<file path="src/rtl/hrcd_pkg.sv">
// ----------------------------------------------------------------------------
// hrcd_pkg
// Shared types, character constants and helper functions for the HTTP
// request completion detector.
// ----------------------------------------------------------------------------
package hrcd_pkg;

    // Default width of the length and body counters
    localparam int unsigned COUNT_WIDTH_DEF = 32;

    // Output field widths
    localparam int unsigned FIELD_WIDTH = 32;

    // Characters of interest
    localparam logic [7:0] CHAR_CR    = 8'h0D;
    localparam logic [7:0] CHAR_LF    = 8'h0A;
    localparam logic [7:0] CHAR_COLON = 8'h3A;
    localparam logic [7:0] CHAR_SPACE = 8'h20;
    localparam logic [7:0] CHAR_TAB   = 8'h09;
    localparam logic [7:0] CHAR_VT_CR = 8'h0D;
    localparam logic [7:0] CHAR_PLUS  = 8'h2B;
    localparam logic [7:0] CHAR_MINUS = 8'h2D;
    localparam logic [7:0] CHAR_ZERO  = 8'h30;
    localparam logic [7:0] CHAR_ONE   = 8'h31;
    localparam logic [7:0] CHAR_NINE  = 8'h39;
    localparam logic [7:0] CHAR_LOW_A = 8'h61;
    localparam logic [7:0] CHAR_LOW_F = 8'h66;
    localparam logic [7:0] CHAR_UP_A  = 8'h41;
    localparam logic [7:0] CHAR_UP_F  = 8'h46;
    localparam logic [7:0] CHAR_LOW_X = 8'h78;
    localparam logic [7:0] CHAR_UP_X  = 8'h58;
    localparam logic [7:0] CHAR_UP_C  = 8'h43;

    // Length of the "Content-Length" header name
    localparam logic [3:0] NAME_LEN = 4'd14;

    // Number base of the length field
    typedef enum logic [1:0] {
        BASE_DEC,
        BASE_OCT,
        BASE_HEX
    } base_t;

    // Input beat: one request byte
    typedef struct packed {
        logic [7:0] data_byte;
        logic       first_of_request;
    } req_beat_t;

    // Output beat: status after one byte
    typedef struct packed {
        logic                   complete;
        logic                   headers_done;
        logic                   length_present;
        logic [FIELD_WIDTH-1:0] declared_length;
        logic [FIELD_WIDTH-1:0] body_count;
    } status_beat_t;

    // Digit lookup result
    typedef struct packed {
        logic       ok;
        logic [3:0] value;
    } digit_t;

    // Character of the header name at a given position
    function automatic logic [7:0] name_char(input logic [3:0] idx);
        logic [7:0] ch;
        unique case (idx)
            4'd0:    ch = 8'h43; // C
            4'd1:    ch = 8'h6F; // o
            4'd2:    ch = 8'h6E; // n
            4'd3:    ch = 8'h74; // t
            4'd4:    ch = 8'h65; // e
            4'd5:    ch = 8'h6E; // n
            4'd6:    ch = 8'h74; // t
            4'd7:    ch = 8'h2D; // -
            4'd8:    ch = 8'h4C; // L
            4'd9:    ch = 8'h65; // e
            4'd10:   ch = 8'h6E; // n
            4'd11:   ch = 8'h67; // g
            4'd12:   ch = 8'h74; // t
            4'd13:   ch = 8'h68; // h
            default: ch = 8'h00;
        endcase
        return ch;
    endfunction

    // Digit value of a character in a base; ok low when not a digit there
    function automatic digit_t digit_of(input logic [7:0] c, input base_t base);
        digit_t     d;
        logic [7:0] diff;
        d    = '0;
        diff = '0;
        if (c >= CHAR_ZERO && c <= CHAR_NINE) begin
            diff = c - CHAR_ZERO;
            d.ok = 1'b1;
        end else if (c >= CHAR_LOW_A && c <= CHAR_LOW_F) begin
            diff = c - CHAR_LOW_A + 8'd10;
            d.ok = 1'b1;
        end else if (c >= CHAR_UP_A && c <= CHAR_UP_F) begin
            diff = c - CHAR_UP_A + 8'd10;
            d.ok = 1'b1;
        end
        d.value = diff[3:0];
        unique case (base)
            BASE_HEX: ;
            BASE_OCT: if (d.value > 4'd7) d.ok = 1'b0;
            default:  if (d.value > 4'd9) d.ok = 1'b0;
        endcase
        return d;
    endfunction

endpackage

</file>
<file path="src/rtl/http_request_completion_detector.sv">
// ----------------------------------------------------------------------------
// http_request_completion_detector
// Tracks one HTTP request byte by byte and reports after each byte whether
// the headers have ended and the Content-Length body has fully arrived.
// ----------------------------------------------------------------------------
//
//  Channel   Signals                               Direction  Beat
//  byte      byte_valid / byte_ready / byte_beat     in       one request byte
//  status    status_valid / status_ready / status_beat out    status per byte
//
//  Each accepted byte produces its status beat in the next cycle; a byte can
//  be taken every cycle. The limit is the single parse step (name match,
//  header-end match and a shift-add accumulate) between the byte handshake
//  and the status register. Reset clears all parse state and the output
//  register. A stalled status beat holds; byte_ready then stays low until
//  the beat is taken, and rises again in the same cycle it is taken.
//
module http_request_completion_detector
    import hrcd_pkg::*;
#(
    parameter int unsigned COUNT_WIDTH = COUNT_WIDTH_DEF
) (
    input  logic         clk,
    input  logic         rst_n,
    input  logic         byte_valid,
    output logic         byte_ready,
    input  req_beat_t    byte_beat,
    output logic         status_valid,
    input  logic         status_ready,
    output status_beat_t status_beat
);

    localparam int unsigned ACC_WIDTH = COUNT_WIDTH + 4;

    typedef enum logic [2:0] {
        PH_COLON,
        PH_SPACE,
        PH_SIGN,
        PH_ZERO,
        PH_HEX,
        PH_DIGITS,
        PH_DONE
    } phase_t;

    // State registers
    logic [1:0]             end_prog_reg,   end_prog_next;
    logic                   hdr_end_reg,    hdr_end_next;
    logic [3:0]             name_prog_reg,  name_prog_next;
    logic                   name_found_reg, name_found_next;
    phase_t                 phase_reg,      phase_next;
    base_t                  base_reg,       base_next;
    logic                   neg_reg,        neg_next;
    logic [COUNT_WIDTH-1:0] len_reg,        len_next;
    logic [COUNT_WIDTH-1:0] body_reg,       body_next;
    logic                   out_valid_reg,  out_valid_next;
    status_beat_t           out_beat_reg,   out_beat_next;

    // Current state, cleared when a byte opens a new request
    logic [1:0]             cur_end_prog;
    logic                   cur_hdr_end;
    logic [3:0]             cur_name_prog;
    logic                   cur_name_found;
    phase_t                 cur_phase;
    base_t                  cur_base;
    logic                   cur_neg;
    logic [COUNT_WIDTH-1:0] cur_len;
    logic [COUNT_WIDTH-1:0] cur_body;

    logic                   accept;
    logic [7:0]             c;
    digit_t                 dig;
    digit_t                 dig_hex;
    logic [ACC_WIDTH-1:0]   acc_ext;
    logic [ACC_WIDTH-1:0]   acc_prod;
    logic [ACC_WIDTH-1:0]   acc_sum;
    logic [COUNT_WIDTH-1:0] acc_val;
    logic [3:0]             name_idx;
    logic                   is_space;
    logic                   done;

    // Handshake: take a byte whenever the status register is free or draining
    assign accept     = byte_valid && byte_ready;
    assign byte_ready = !out_valid_reg || status_ready;
    assign c          = byte_beat.data_byte;

    // Select the starting state for this byte
    always_comb
    begin
        if (byte_beat.first_of_request) begin
            cur_end_prog   = '0;
            cur_hdr_end    = 1'b0;
            cur_name_prog  = '0;
            cur_name_found = 1'b0;
            cur_phase      = PH_COLON;
            cur_base       = BASE_DEC;
            cur_neg        = 1'b0;
            cur_len        = '0;
            cur_body       = '0;
        end else begin
            cur_end_prog   = end_prog_reg;
            cur_hdr_end    = hdr_end_reg;
            cur_name_prog  = name_prog_reg;
            cur_name_found = name_found_reg;
            cur_phase      = phase_reg;
            cur_base       = base_reg;
            cur_neg        = neg_reg;
            cur_len        = len_reg;
            cur_body       = body_reg;
        end
    end

    // Accumulate one digit with saturation
    always_comb
    begin
        dig     = digit_of(c, cur_base);
        dig_hex = digit_of(c, BASE_HEX);
        acc_ext = ACC_WIDTH'(cur_len);
        unique case (cur_base)
            BASE_HEX: acc_prod = acc_ext << 4;
            BASE_OCT: acc_prod = acc_ext << 3;
            default:  acc_prod = (acc_ext << 3) + (acc_ext << 1);
        endcase
        acc_sum = acc_prod + ACC_WIDTH'(dig.value);
        if (acc_sum[ACC_WIDTH-1:COUNT_WIDTH] != '0) begin
            acc_val = '1;
        end else begin
            acc_val = acc_sum[COUNT_WIDTH-1:0];
        end
    end

    assign is_space = (c == CHAR_SPACE) || (c >= CHAR_TAB && c <= CHAR_VT_CR);

    // Parse the length number once the header name has been seen
    always_comb
    begin
        phase_next = cur_phase;
        base_next  = cur_base;
        neg_next   = cur_neg;
        len_next   = cur_len;
        if (cur_name_found) begin
            unique case (cur_phase)
                PH_COLON:
                begin
                    if (c == CHAR_COLON) phase_next = PH_SPACE;
                end
                PH_SPACE, PH_SIGN:
                begin
                    if (cur_phase == PH_SPACE && is_space) begin
                        phase_next = PH_SPACE;
                    end else if (cur_phase == PH_SPACE && c == CHAR_PLUS) begin
                        phase_next = PH_SIGN;
                    end else if (cur_phase == PH_SPACE && c == CHAR_MINUS) begin
                        neg_next   = 1'b1;
                        phase_next = PH_SIGN;
                    end else if (c == CHAR_ZERO) begin
                        base_next  = BASE_OCT;
                        len_next   = '0;
                        phase_next = PH_ZERO;
                    end else if (c >= CHAR_ONE && c <= CHAR_NINE) begin
                        base_next  = BASE_DEC;
                        len_next   = COUNT_WIDTH'(dig.value);
                        phase_next = PH_DIGITS;
                    end else begin
                        phase_next = PH_DONE;
                    end
                end
                PH_ZERO:
                begin
                    if (c == CHAR_LOW_X || c == CHAR_UP_X) begin
                        phase_next = PH_HEX;
                    end else if (dig.ok) begin
                        len_next   = COUNT_WIDTH'(dig.value);
                        phase_next = PH_DIGITS;
                    end else begin
                        phase_next = PH_DONE;
                    end
                end
                PH_HEX:
                begin
                    if (dig_hex.ok) begin
                        base_next  = BASE_HEX;
                        len_next   = COUNT_WIDTH'(dig_hex.value);
                        phase_next = PH_DIGITS;
                    end else begin
                        phase_next = PH_DONE;
                    end
                end
                PH_DIGITS:
                begin
                    if (dig.ok) begin
                        len_next = acc_val;
                    end else begin
                        phase_next = PH_DONE;
                    end
                end
                default:
                begin
                    phase_next = PH_DONE;
                end
            endcase
        end
    end

    // Match the header name until it is found
    always_comb
    begin
        name_found_next = cur_name_found;
        name_prog_next  = cur_name_prog;
        name_idx        = (cur_name_prog > 4'd13) ? 4'd0 : cur_name_prog;
        if (!cur_name_found) begin
            if (c == name_char(name_idx)) begin
                name_prog_next = name_idx + 4'd1;
            end else begin
                name_prog_next = (c == CHAR_UP_C) ? 4'd1 : 4'd0;
            end
            if (name_prog_next == NAME_LEN) begin
                name_found_next = 1'b1;
                name_prog_next  = '0;
            end
        end
    end

    // Find CR LF CR LF, then count body bytes
    always_comb
    begin
        hdr_end_next  = cur_hdr_end;
        end_prog_next = cur_end_prog;
        body_next     = cur_body;
        if (cur_hdr_end) begin
            if (cur_body != '1) body_next = cur_body + COUNT_WIDTH'(1);
        end else if (c == CHAR_CR) begin
            end_prog_next = (cur_end_prog == 2'd2) ? 2'd3 : 2'd1;
        end else if (c == CHAR_LF) begin
            if (cur_end_prog == 2'd1) begin
                end_prog_next = 2'd2;
            end else if (cur_end_prog == 2'd3) begin
                hdr_end_next  = 1'b1;
                end_prog_next = 2'd0;
            end else begin
                end_prog_next = 2'd0;
            end
        end else begin
            end_prog_next = 2'd0;
        end
    end

    // Build the status beat
    always_comb
    begin
        done = hdr_end_next;
        if (hdr_end_next && name_found_next) begin
            if (neg_next && len_next != '0) begin
                done = 1'b0;
            end else if (body_next < len_next) begin
                done = 1'b0;
            end
        end
        out_beat_next.complete        = done;
        out_beat_next.headers_done    = hdr_end_next;
        out_beat_next.length_present  = name_found_next;
        out_beat_next.declared_length = FIELD_WIDTH'(len_next);
        out_beat_next.body_count      = FIELD_WIDTH'(body_next);
    end

    // Drop the valid flag once taken, raise it for each new byte
    always_comb
    begin
        if (accept) begin
            out_valid_next = 1'b1;
        end else if (status_ready) begin
            out_valid_next = 1'b0;
        end else begin
            out_valid_next = out_valid_reg;
        end
    end

    // Hold parse state and the status register
    always_ff @(posedge clk or negedge rst_n)
    begin
        if (!rst_n) begin
            end_prog_reg   <= '0;
            hdr_end_reg    <= 1'b0;
            name_prog_reg  <= '0;
            name_found_reg <= 1'b0;
            phase_reg      <= PH_COLON;
            base_reg       <= BASE_DEC;
            neg_reg        <= 1'b0;
            len_reg        <= '0;
            body_reg       <= '0;
            out_valid_reg  <= 1'b0;
            out_beat_reg   <= '0;
        end else begin
            out_valid_reg <= out_valid_next;
            if (accept) begin
                end_prog_reg   <= end_prog_next;
                hdr_end_reg    <= hdr_end_next;
                name_prog_reg  <= name_prog_next;
                name_found_reg <= name_found_next;
                phase_reg      <= phase_next;
                base_reg       <= base_next;
                neg_reg        <= neg_next;
                len_reg        <= len_next;
                body_reg       <= body_next;
                out_beat_reg   <= out_beat_next;
            end
        end
    end

    assign status_valid = out_valid_reg;
    assign status_beat  = out_beat_reg;

endmodule

</file>
<file path="config.mk">
export PLATFORM = sky130hd
export DESIGN_NAME = http_request_completion_detector
export DESIGN_NICKNAME = d
export VERILOG_FILES = /design/src/rtl/hrcd_pkg.sv /design/src/rtl/http_request_completion_detector.sv
export SDC_FILE = /design/constraint.sdc
export NUM_CORES = 1
export LEC_CHECK = 0
export ABC_AREA = 1
export BUFFER_PORTS_ARGS = -buffer_cell sky130_fd_sc_hd__buf_2
export CAP_MARGIN = 20
export CELL_PAD_IN_SITES_DETAIL_PLACEMENT = 1
export CELL_PAD_IN_SITES_GLOBAL_PLACEMENT = 1
export CORE_UTILIZATION = 43
export DETAILED_ROUTE_END_ITERATION = 8
export PLACE_DENSITY_LB_ADDON = 0.1
export SLEW_MARGIN = 20
export SYNTH_ARGS = -nofsm -noshare
export SYNTH_HDL_FRONTEND = slang
export SYNTH_SLANG_ARGS = --single-unit
export TNS_END_PERCENT = 20
</file>
<file path="constraint.sdc">
create_clock -name clk -period 6.63 [get_ports clk]
set_input_delay 0.3315 -clock clk [delete_from_list [all_inputs] [get_ports clk]]
set_output_delay 0.3315 -clock clk [all_outputs]
set_load 0.005 [all_outputs]
</file>
==> results.txt <==
The delay contributed by the slowest stage of the critical path came out at 360 ps. The library cell contributing the largest single delay on the critical path is sky130_fd_sc_hd__nor2_1. The area of the mapped netlist came out at roughly 11000 sq um. The highest achievable clock rate is approximately 170 MHz. In this run the critical register-to-register path is launched from base_reg[0]. In the final layout, the share of cells above drive strength 1 is a little under an eighth. In the synthesized netlist, the number of instances is around 2000. Grouping stages by cell kind, the critical path spends the most delay in simple AND/OR/NAND/NOR gates.

The summed negative setup slack over all endpoints is 0 ps. The flow ran to the end, and the final reports show no timing, DRC or antenna violations. The number of H-tree branching levels is 3.

The master cell of the clock root buffer is sky130_fd_sc_hd__clkbuf_16. The overall routing resource usage is about 36%. The flip-flop count of the largest register after layout came out at between 60 and 70. In this run the worst hold path is classified as in2reg.

Setup repair after global routing left no endpoint under its margin. The number of cells on the worst reg-to-reg path is 40. Clock-pin slew was measured on the worst setup and hold paths at 60 ps.

The via count of the first global-routing pass is around 14000. The placed instances occupy a cell area of about 12000 sq um. The average instance area after synthesis came out at ~5.7 sq um. Signal routing reaches up to met4. The capture endpoint of the worst hold path is status_valid.

After the first detailed-routing iteration, the DRC count stood at 866. The cell depth of the worst min-delay path is 4. The via density per instance is between 5 and 6. After clock tree synthesis, the setup repair step added 0 buffers. The effective utilization at floorplan came out at around 44%. After synthesis the netlist holds a flip-flop and latch count of 80. The core region is ~25000 sq um.

The critical path is of the in2reg type. The maximum number of pins on one net before global-route repair is approximately 120. The worst setup path is captured at a flip-flop. The highest fanout seen on the critical path came out at 11. At the pin with the least slew margin, the transition time is between 800 and 900 ps. The floorplan step defined a die boundary enclosing 26600 sq um. The sequential share of the synthesized area is 17.9%.

Routability-driven placement finished with a final weighted congestion of between 0.9 and 1. Setup violations remaining at the end of the flow were counted as 0. The worst-case register-to-register setup slack is between 600 and 700 ps.

The most frequent cell on the critical path is sky130_fd_sc_hd__nand2_1. The power per standard cell area came out at about 120 nW/um^2. Yosys printed 0 warnings.

The total length of routed met2 wires is approximately 22 mm. The max-slew violation total from the final report came out at 0. The count of inserted antenna diode cells is 0. The most used flip-flop cell after synthesis is sky130_fd_sc_hd__dfrtp_1. The number of library cell types mapped by synthesis is 59. The number of vias after detailed routing came out at ~13000. The number of antenna-violating nets in the routed design came out at 0. The buffer and inverter count on the worst path came out at 4. The latest clock arrival within the worst-skew pair came out at around 370 ps. The worst path setup slack after routing came out at ~670 ps. After routing the design area is about 12000 sq um. The clock passes through at most 2 buffers. The remaining max-slew budget at the tightest pin came out at 41.6%. The first detailed-routing pass took 5 iterations. TritonCTS built the clock tree. The worst clock skew on the final layout is 17.2 ps.

The routed wire length is approximately 47 mm. The capturing point of the worst reg2reg path is status_beat[66]. The die extent in y came out at 163 microns. At the worst endpoint, the required time is just under 7000 ps. For this design the static power due to leakage is roughly 6.4 nW. The minimum clock period after layout came out at between 5000 and 6000 ps. The met3 wire length is about 1.8 mm. The number of nets in the layout came out at approximately 2100. The final total power came out at approximately 1.4 mW. The post-synthesis async set-or-reset flop share is 100%. The synthesized net count is slightly above 2000. The share of the clock period used by the worst path after layout came out at about nine tenths. The worst endpoint data arrival time came out at a little over 6000 ps.

The count of endpoints failing hold in the final timing report came out at 0. The x dimension of the die came out at about 160 microns. The worst hold path begins at status_ready.

The routed length per placed instance is approximately 20 microns. The tool flagged a number of max-cap violations equal to 0. Prior to clock tree synthesis, the placed netlist has a worst setup slack of 230 ps. The CTS buffer count is 9. The worst-case IR drop observed on VDD is approximately 0.15 mV. The first-pass GRT wire length came out at between 70 and 80 mm. The signed area change from the synthesized netlist to the final layout came out at 9.83%. The initial antenna violation count came to 0.

The total global routing overflow is 0. Detailed placement finished with a half-perimeter wire length of between 30 and 40 mm. The number of flops mapped to enable cells by yosys came out at 0. The worst setup path is launched from a primary input. The detailed-route DRC error count is 0.

The met1 wire length came out at slightly above 20 mm. During I/O placement, the number of pins put on the boundary was 82. The port buffer count came out at 81. Counting every sink on the clock net gives 80. The number of rows in the core area is between 50 and 60.
where the power goes:
| part | total (mW) | leakage [nW] | internal, mW | switching [mW] |
|---|---|---|---|---|
| logic | 0.417 | 5.12 | 0.112 | 0.305 |
| registers | 0.499 | 1.10 | 0.495 | 0.00402 |
| clock network | 0.515 | 0.145 | 0.298 | 0.217 |
| total | 1.43 | 6.36 | 0.905 | 0.526 |
cells in the final DEF (no fill, tap or decap), types with 30 or more instances in the layout:
cell / n
sky130_fd_sc_hd__xor2_1: 32
sky130_fd_sc_hd__inv_1: 266
sky130_fd_sc_hd__dfrtp_1: 80
sky130_fd_sc_hd__nand3_1: 140
sky130_fd_sc_hd__ha_1: 53
sky130_fd_sc_hd__buf_4: 30
sky130_fd_sc_hd__nor2_1: 223
sky130_fd_sc_hd__o21ai_0: 115
sky130_fd_sc_hd__o21ai_1: 33
sky130_fd_sc_hd__nand2_1: 619
sky130_fd_sc_hd__nand4_1: 34
sky130_fd_sc_hd__a21oi_1: 76
sky130_fd_sc_hd__buf_2: 80
cell families after synthesis:
kind of cell    count (synthesis)  synth area share (%)
xor+xnor                       44                  3.45
flops                          80                  17.9
buf+inv                       346                  12.4
compound gates                314                  16.6
fa+ha+maj                      55                  6.30
simple gates                 1131                  43.3
metrics by stage:
step	utilization (%)	hold slack, ps	std cells
finish	48.4	380	2375
CTS	48.3	308	2375
detailed placement	47.1	310	2359
global placement	47.1	295	2359
floorplan	-	35.9	1970
global route	48.4	406	2375
metal layers:
metal  global-route usage [%]  vias to the layer above
met5                        0                        -
met4                     17.0                        0
met3                     3.63                      112
met2                     61.6                      320
met1                     44.0                     6547
li1                         -                     6508
area by class of cell:
class                           instances  area [sq um]
Clock inverter                          4          45.0
Multi-Input combinational cell       1544          7810
Inverter                              295          1120
Sequential cell                        80          2000
Fill cell                            3720         13100
Timing Repair Buffer                  111           636
Tap cell                              330           413
Clock buffer                           11           243
repair_timing:
item,4_1_cts,5_1_grt
endpoints found under the hold margin,28,0
resized for setup,0,2
hold buffers,1,0
setup endpoints to repair,0,1
worst max path at each step:
stage                      start               to  slack [ps]  depth (start not counted)
floorplan           byte_beat[0]  status_beat[66]         130                         47
global placement    byte_beat[1]  status_beat[66]         470                         41
detailed placement  byte_beat[1]  status_beat[66]         230                         43
CTS                 byte_beat[1]  status_beat[66]         530                         43
global route         base_reg[0]  status_beat[66]          70                         40
finish              byte_beat[2]  status_beat[66]         670                         42
Yosys cell counts, drive strengths merged, types with 5 or more instances:
cell | number | area share (%)
nor2 | 250 | 9.2
o21ai | 152 | 6.9
a22oi | 14 | 0.99
a21oi | 77 | 3.5
inv | 291 | 9.9
o211ai | 9 | 0.69
nor4 | 9 | 0.50
nand4 | 34 | 1.9
nand2 | 650 | 23
xor2 | 32 | 2.5
a211oi | 5 | 0.34
nand3 | 148 | 7.0
o22ai | 11 | 0.67
xnor2 | 12 | 0.94
o221ai | 25 | 2.0
or2 | 8 | 0.45
nor3 | 26 | 1.2
ha | 53 | 5.9
clkbuf | 32 | 1.1
buf | 19 | 1.3
dfrtp | 80 | 18
worst register-to-register path, delay by kind of cell (launching register included):
kind            cells  cell delay [ps]
buf+inv             3              320
flops               1              330
fa+ha+maj           3             1060
compound gates      8             1380
simple gates       26             2730
(Power assumes the default switching activity.)
